$ cat config.mk
export PLATFORM = sky130hd
export DESIGN_NAME = voxb_div
export DESIGN_NICKNAME = d
export VERILOG_FILES = /design/src/voxb_pkg.sv /design/src/voxb_div.sv
export SDC_FILE = /design/constraint.sdc
export NUM_CORES = 1
export LEC_CHECK = 0
export BUFFER_PORTS_ARGS = -buffer_cell sky130_fd_sc_hd__buf_4
export CORE_MARGIN = 4
export CORE_UTILIZATION = 34
export DETAILED_ROUTE_END_ITERATION = 12
export GPL_ROUTABILITY_DRIVEN = 0
export GPL_TIMING_DRIVEN = 0
export PLACE_DENSITY = 0.53
export SYNTH_ARGS = -nofsm -noshare
export SYNTH_HDL_FRONTEND = slang
export SYNTH_SLANG_ARGS = --single-unit
$ cat constraint.sdc
create_clock -name clock -period 3 [get_ports clock]
set_clock_uncertainty 0.05 [all_clocks]
set_input_delay 0.3 -clock clock [delete_from_list [all_inputs] [get_ports clock]]
set_output_delay 0.3 -clock clock [all_outputs]
set_load 0.02 [all_outputs]
$ cat src/voxb_pkg.sv
`default_nettype none
package voxb_pkg;

   localparam int CoordBits   = 10;
   localparam int IdxBits     = 10;
   localparam int RankBits    = 20;
   localparam int Lanes       = 3;
   localparam int GridDef     = 16;
   localparam int CountBitsDef = 20;
   localparam int ReqDataBits = 32;
   localparam int RspDataBits = 112;
   localparam int CsrAddrBits = 3;
   localparam int CsrDataBits = 32;
   localparam int StepBits    = $clog2(CoordBits + 1);

   localparam logic [IdxBits-1:0] IdxMinInit = '1;
   localparam logic [IdxBits-1:0] IdxMaxInit = '0;
   localparam logic [CoordBits-1:0] BlockSizeInit = CoordBits'(1);

   localparam logic RegBlockSize = 1'b0;

   typedef logic [CoordBits-1:0] coord_type;

   typedef enum logic [2:0] {
      ST_CLEAR,
      ST_IDLE,
      ST_DIV,
      ST_ADDR,
      ST_READ,
      ST_DONE
   } state_type;

endpackage
`default_nettype wire

$ cat src/voxb_div.sv
`default_nettype none
module voxb_div (
   input  wire logic                clock,
   input  wire logic                reset,
   input  wire logic                start,
   input  wire voxb_pkg::coord_type divisor,
   input  wire voxb_pkg::coord_type dividend [voxb_pkg::Lanes],
   output      voxb_pkg::coord_type quotient [voxb_pkg::Lanes],
   output      logic                done
);
   import voxb_pkg::*;

   coord_type           div_ff;
   coord_type           quo_ff [Lanes];
   coord_type           quo_in [Lanes];
   coord_type           rem_ff [Lanes];
   coord_type           rem_in [Lanes];
   logic [StepBits-1:0] step_ff;
   logic [StepBits-1:0] step_in;
   logic                done_ff;
   logic                done_in;

   // one quotient bit per lane per cycle, restoring
   always_comb begin
      logic [CoordBits:0] trial;
      trial   = '0;
      step_in = step_ff;
      done_in = 1'b0;
      for (int i = 0; i < Lanes; i++) begin
         quo_in[i] = quo_ff[i];
         rem_in[i] = rem_ff[i];
      end
      if (start) begin
         step_in = StepBits'(CoordBits);
         for (int i = 0; i < Lanes; i++) begin
            quo_in[i] = dividend[i];
            rem_in[i] = '0;
         end
      end else if (step_ff != '0) begin
         step_in = step_ff - StepBits'(1);
         done_in = (step_ff == StepBits'(1));
         for (int i = 0; i < Lanes; i++) begin
            trial = {rem_ff[i], quo_ff[i][CoordBits-1]};
            if (trial >= {1'b0, div_ff}) begin
               rem_in[i] = CoordBits'(trial - {1'b0, div_ff});
               quo_in[i] = {quo_ff[i][CoordBits-2:0], 1'b1};
            end else begin
               rem_in[i] = CoordBits'(trial);
               quo_in[i] = {quo_ff[i][CoordBits-2:0], 1'b0};
            end
         end
      end
   end

   always_ff @(posedge clock) begin
      if (reset) begin
         step_ff <= '0;
         done_ff <= 1'b0;
      end else begin
         step_ff <= step_in;
         done_ff <= done_in;
      end
      if (start) begin
         div_ff <= divisor;
      end
      for (int i = 0; i < Lanes; i++) begin
         quo_ff[i] <= quo_in[i];
         rem_ff[i] <= rem_in[i];
      end
   end

   assign done     = done_ff;
   assign quotient = quo_ff;

endmodule
`default_nettype wire

Word-level counts from Yosys, hierarchy flattened

Memory sizes are Yosys's and may differ from the RTL's.
Index checks and enable logic that the tools add are counted.

Bits in registers: 45
Bits in latches: 0
Memory bits (writable): 30
Bits in read-only memories: 0
Word-level logic and storage cells: 33
Memories kept: 1

Memories:

| memory | words | bits a word | rd ports | clocked after Yosys merged registers in | write ports | line           | text |
|---|---|---|---|---|---|---|---|
| rem_ff | 3     | 10          | 3        | 0                                       | 3           | voxb_div.sv:16 | `coord_type rem_ff [Lanes];` |

Add/subtract/negate cells: 4
$mul: 0
Div/mod/pow operators: 0
$lt $le $gt $ge: 3
Equality and inequality tests: 1
Shifts and indexed selects: 0
Multiplexer cells: 12
Bitwise gates (word level): 1
Reduce and logical (&&, ||, !) cells: 4

Operators by type and width:

| kind                                                               | number |
|---|---|
| 30-bit two-way mux                                                 | 4 |
| 11-bit by 10-bit >= comparator with 1-bit output                   | 3 |
| 10-bit two-way mux                                                 | 3 |
| 10-bit subtractor                                                  | 3 |
| 4-bit two-way mux                                                  | 2 |
| 4-bit by 1-bit == test with 1-bit output, second input constant    | 1 |
| 4-bit nonzero test                                                 | 1 |
| 4-bit by 1-bit subtractor with 4-bit output, second input constant | 1 |
| 1-bit two-way mux                                                  | 3 |
| 3-bit OR reduction                                                 | 1 |
| 2-bit nonzero test                                                 | 1 |
| 2-bit OR reduction                                                 | 1 |
| 1-bit NOT                                                          | 1 |

Logic depth before layout (Yosys ltp)

Depth after elaboration: 4
Gate-level depth with buffers: 10
Mapped depth without buffers: 9

Worst setup path after synthesis

Ideal clock, no wire load.

Kind: reg2reg
Start point: register div_ff[1]
End point: memory rem_ff[0][26] (netlist name)
Data arrival time: 2.205 ns
Required time: 2.884 ns
Path slack: 0.678 ns
Cell stages (with the launch flop): 10
Period minus slack after synthesis: 2.322 ns
Cell sequence: edfxtp_1 > inv_1 > ha_1 > or2b_2 > a21oi_1 > o21ai_2 > and2_4 > buf_6 > o31a_1 > a21oi_2

RTL lines:

| what                   | line           | text |
|---|---|---|
| from (decl)            | voxb_div.sv:13 | `coord_type div_ff;` |
| from (signal assigned) | voxb_div.sv:64 | `div_ff <= divisor;` |
| to (decl)              | voxb_div.sv:16 |  |

==> impl_metrics.env <==
export IMPL_r2r_setup_slack_ps=220
export IMPL_synth_edf_count=40
export IMPL_worst_pin_slew_ps=715
export IMPL_antenna_found_initial=0
export IMPL_r2r_start="div_ff[1]"
export IMPL_max_stage_delay_ps=520
export IMPL_diodes=0
export IMPL_slowest_stage="edfxtp_1"
export IMPL_timing_hold_ws_ps=84.5
export IMPL_cts_tree="built"
export IMPL_chipHeight_um=124
export IMPL_timing_fmax_ghz=0.360
export IMPL_crit_top_cell="a21oi_1"
export IMPL_min_from="divisor[1]"
export IMPL_arrival_ps=2930
export IMPL_fin_crit_sh_pct=92.7
export IMPL_place_hpwl_um=9110
export IMPL_clock_path_buffers=2
export IMPL_ff2ff_path_depth=9
export IMPL_initial_core_util_pct=34.6
export IMPL_worst_path_buf_inv=2
export IMPL_cp_end_kind="flip-flop"
export IMPL_cts_max_level=3
export IMPL_synth_top_area_share_pct=26.4
export IMPL_clk_pin_slew_ps=60
export IMPL_drc=0
export IMPL_path_class="flip-flop to flip-flop"
export IMPL_reg2reg_to="rem_ff[0][18]"
export IMPL_first_pass_iters=5
export IMPL_synth_cell_types=59
export IMPL_post_cts_resized=1
export IMPL_nNetsFinal=616
export IMPL_dieArea_um2=15300
export IMPL_min_delay_path_depth=1
export IMPL_wire_per_inst_um=17.1
export IMPL_ys_warnings_count=0
export IMPL_vdd_ir_drop_max_mv=0.281
export IMPL_synthTopCellsByArea="edfxtp_1 (26%), dfxtp_1 (15%), ha_1 (8.2%)"
export IMPL_maxCapViolations=0
export IMPL_maxSlewHeadroom_pct=52.2
export IMPL_setup_viol=0
export IMPL_crit_family="compound AO/OA/AOI/OAI gates"
export IMPL_cts_sinks=75
export IMPL_synthFlopType="edfxtp_1"
export IMPL_ys_seq_area_share_pct=41.7
export IMPL_numCtsBuffers=9
export IMPL_clkLatencyLatePin_ps=340
export IMPL_p_leak_nw=2.29
export IMPL_clockRootBuffer="clkbuf_16"
export IMPL_path_cells="inv_1 > ha_1 > nand2b_1 > a21oi_1 > o2111ai_1 > nand2_1 > buf_2 > mux2i_1 > a21oi_1"
export IMPL_synth_area_per_cell_um2=10.0
export IMPL_routed_via_density=5.27
export IMPL_netlist_instances=456
export IMPL_vias=3802
export IMPL_synthesis_area_um2=4560
export IMPL_core_area_um2=13200
export IMPL_min_to="div_ff[1]"
export IMPL_std_cell_rows=42
export IMPL_grt_total_usage_pct=16.7
export IMPL_async_flop_share_pct=0
export IMPL_grt_max_degree=31
export IMPL_fp_dieW_um=124
export IMPL_crit_fanout=10
export IMPL_port_buffers=73
export IMPL_postCtsSetupRepairBufs=0
export IMPL_seqCellArea_um2=1900
export IMPL_yosysTopAreaCell="edfxtp_1"
export IMPL_min_period_ps=2780
export IMPL_io_pins=74
export IMPL_ant_nets=0
export IMPL_fill_cells=1309
export IMPL_grt_pass1_vias=3733
export IMPL_multi_input_area_um2=2490
export IMPL_critPathLaunchType="flip-flop"
export IMPL_ctsHoldBuffers=0
export IMPL_overflow=0
export IMPL_post_route_util_pct=42.6
export IMPL_synth_seq_cells=75
export IMPL_grt_pass1_wl_um=19600
export IMPL_hp_class="input port to flip-flop"
export IMPL_drive_gt1_share_pct=24.8
export IMPL_finalMaxSlewViolations=0
export IMPL_final_hold_violation_count=0
export IMPL_initialDrtViolationCount=255
export IMPL_required_ps=3150
export IMPL_powerDensity_nw_per_um2=727
export IMPL_synth_nets=532
export IMPL_rsz0062_at_grt="false"
export IMPL_synthToLayoutAreaGrowth_pct=23.3
export IMPL_status="finished, final reports clean"
export IMPL_wl_um=12300
==> worst max-delay path by stage <==
stage                    from            end  slack [ps]  depth (start not counted)
CTS                 div_ff[1]   quotient[10]         200                          8
finish              div_ff[1]  rem_ff[0][18]         220                          9
floorplan           div_ff[1]  rem_ff[0][26]         680                          9
global placement        start    quotient[7]         -70                          5
detailed placement      start    quotient[6]        -150                          5
global route        div_ff[1]  rem_ff[0][18]           2                          9
==> placed cells by master, fill, tap and decap left out, types with 3 or more instances in the layout <==
cell and n:
a21oi_1 47, nand3_1 5, nor2_1 20, and3_1 4
o211ai_1 3, a211oi_1 9, nand2b_1 9, fa_1 3
a311oi_1 3, xnor2_1 10, a21o_1 4, nor2b_1 6
dfxtp_1 35, buf_1 4, xor2_1 5, o21a_1 9
nor3b_1 3, buf_4 74, a31oi_1 7, o21ai_0 33
ha_1 30, inv_1 24, mux2i_1 10, mux2_2 31
edfxtp_1 40, nand2_1 33, nand4_1 7, nor3_1 11
clkbuf_16 9, clkbuf_1 10, o31a_1 3
==> state kept, by name (all words and copies together), names as in the netlist <==
signal	flops
done	1
quotient	30
div_ff	10
step_ff	4
rem_ff	30
==> where the power goes <==
| group | internal (mW) | switching (mW) | leakage (nW) | total [mW] |
|---|---|---|---|---|
| Sequential | 1.28 | 0.125 | 0.697 | 1.40 |
| Clock | 0.647 | 0.450 | 0.141 | 1.10 |
| Combinational | 0.695 | 0.894 | 1.45 | 1.59 |
==> through the flow <==
step	TNS, ps	area [um2]	cells	total power, mW	worst slack [ps]
6_report	0	5620	721	4.09	219
5_1_grt	0	5620	721	4.36	2.23
4_1_cts	0	5620	721	4.13	204
3_5_place_dp	-4380	5330	705	3.01	-148
3_3_place_gp	-2160	5330	705	2.99	-73.9
2_1_floorplan	0	4560	456	2.55	678
==> area by class of cell <==
class / instances / area share, %
plain buffers: 17 / 1.38
clock buffers: 10 / 4.07
clock inverters: 6 / 1.14
inverters: 24 / 1.60
multi-input cells: 340 / 44.3
flip-flops and latches: 75 / 33.8
well taps: 176 / 3.92
repair buffers: 73 / 9.75
==> logic make-up after synthesis <==
family	count (synthesis)	synth area share, %
compound gates	139	19.8
simple gates	112	12.5
xor+xnor	15	2.88
fa+ha+maj	33	9.55
buf+inv	41	3.68
flops	75	41.7
mux	41	9.85
==> routing by layer <==
layer	vias to the layer above	share of wire, %	global-route usage [%]
met5	-	0	0
met4	0	1.6	5.67
met3	14	7.7	5.22
met2	113	46	26.4
met1	1801	45	21.6
li1	1874	-	-
==> synthesized netlist by cell type, types with 2 or more instances <==
master,n
o21ai_0,33
mux2i_1,10
nand3b_1,2
nor2b_1,6
xor2_1,5
nor4_1,2
nor3_1,11
mux2_2,31
o211ai_1,3
buf_1,4
a21oi_1,47
nand4_1,7
fa_1,3
nand3_1,5
a32oi_1,2
nand2_1,34
edfxtp_1,40
buf_2,2
a21o_1,4
inv_1,24
clkbuf_1,9
ha_1,30
nand2b_1,9
and4b_1,2
and3_1,4
o21ai_2,2
a311oi_1,3
nor3b_1,3
o21a_1,9
nor2_1,20
a31oi_1,7
a2111oi_4,2
o31a_1,3
a21boi_0,2
dfxtp_1,35
a211oi_1,9
xnor2_1,10
No activity file was read; power rests on OpenSTA's default activity.
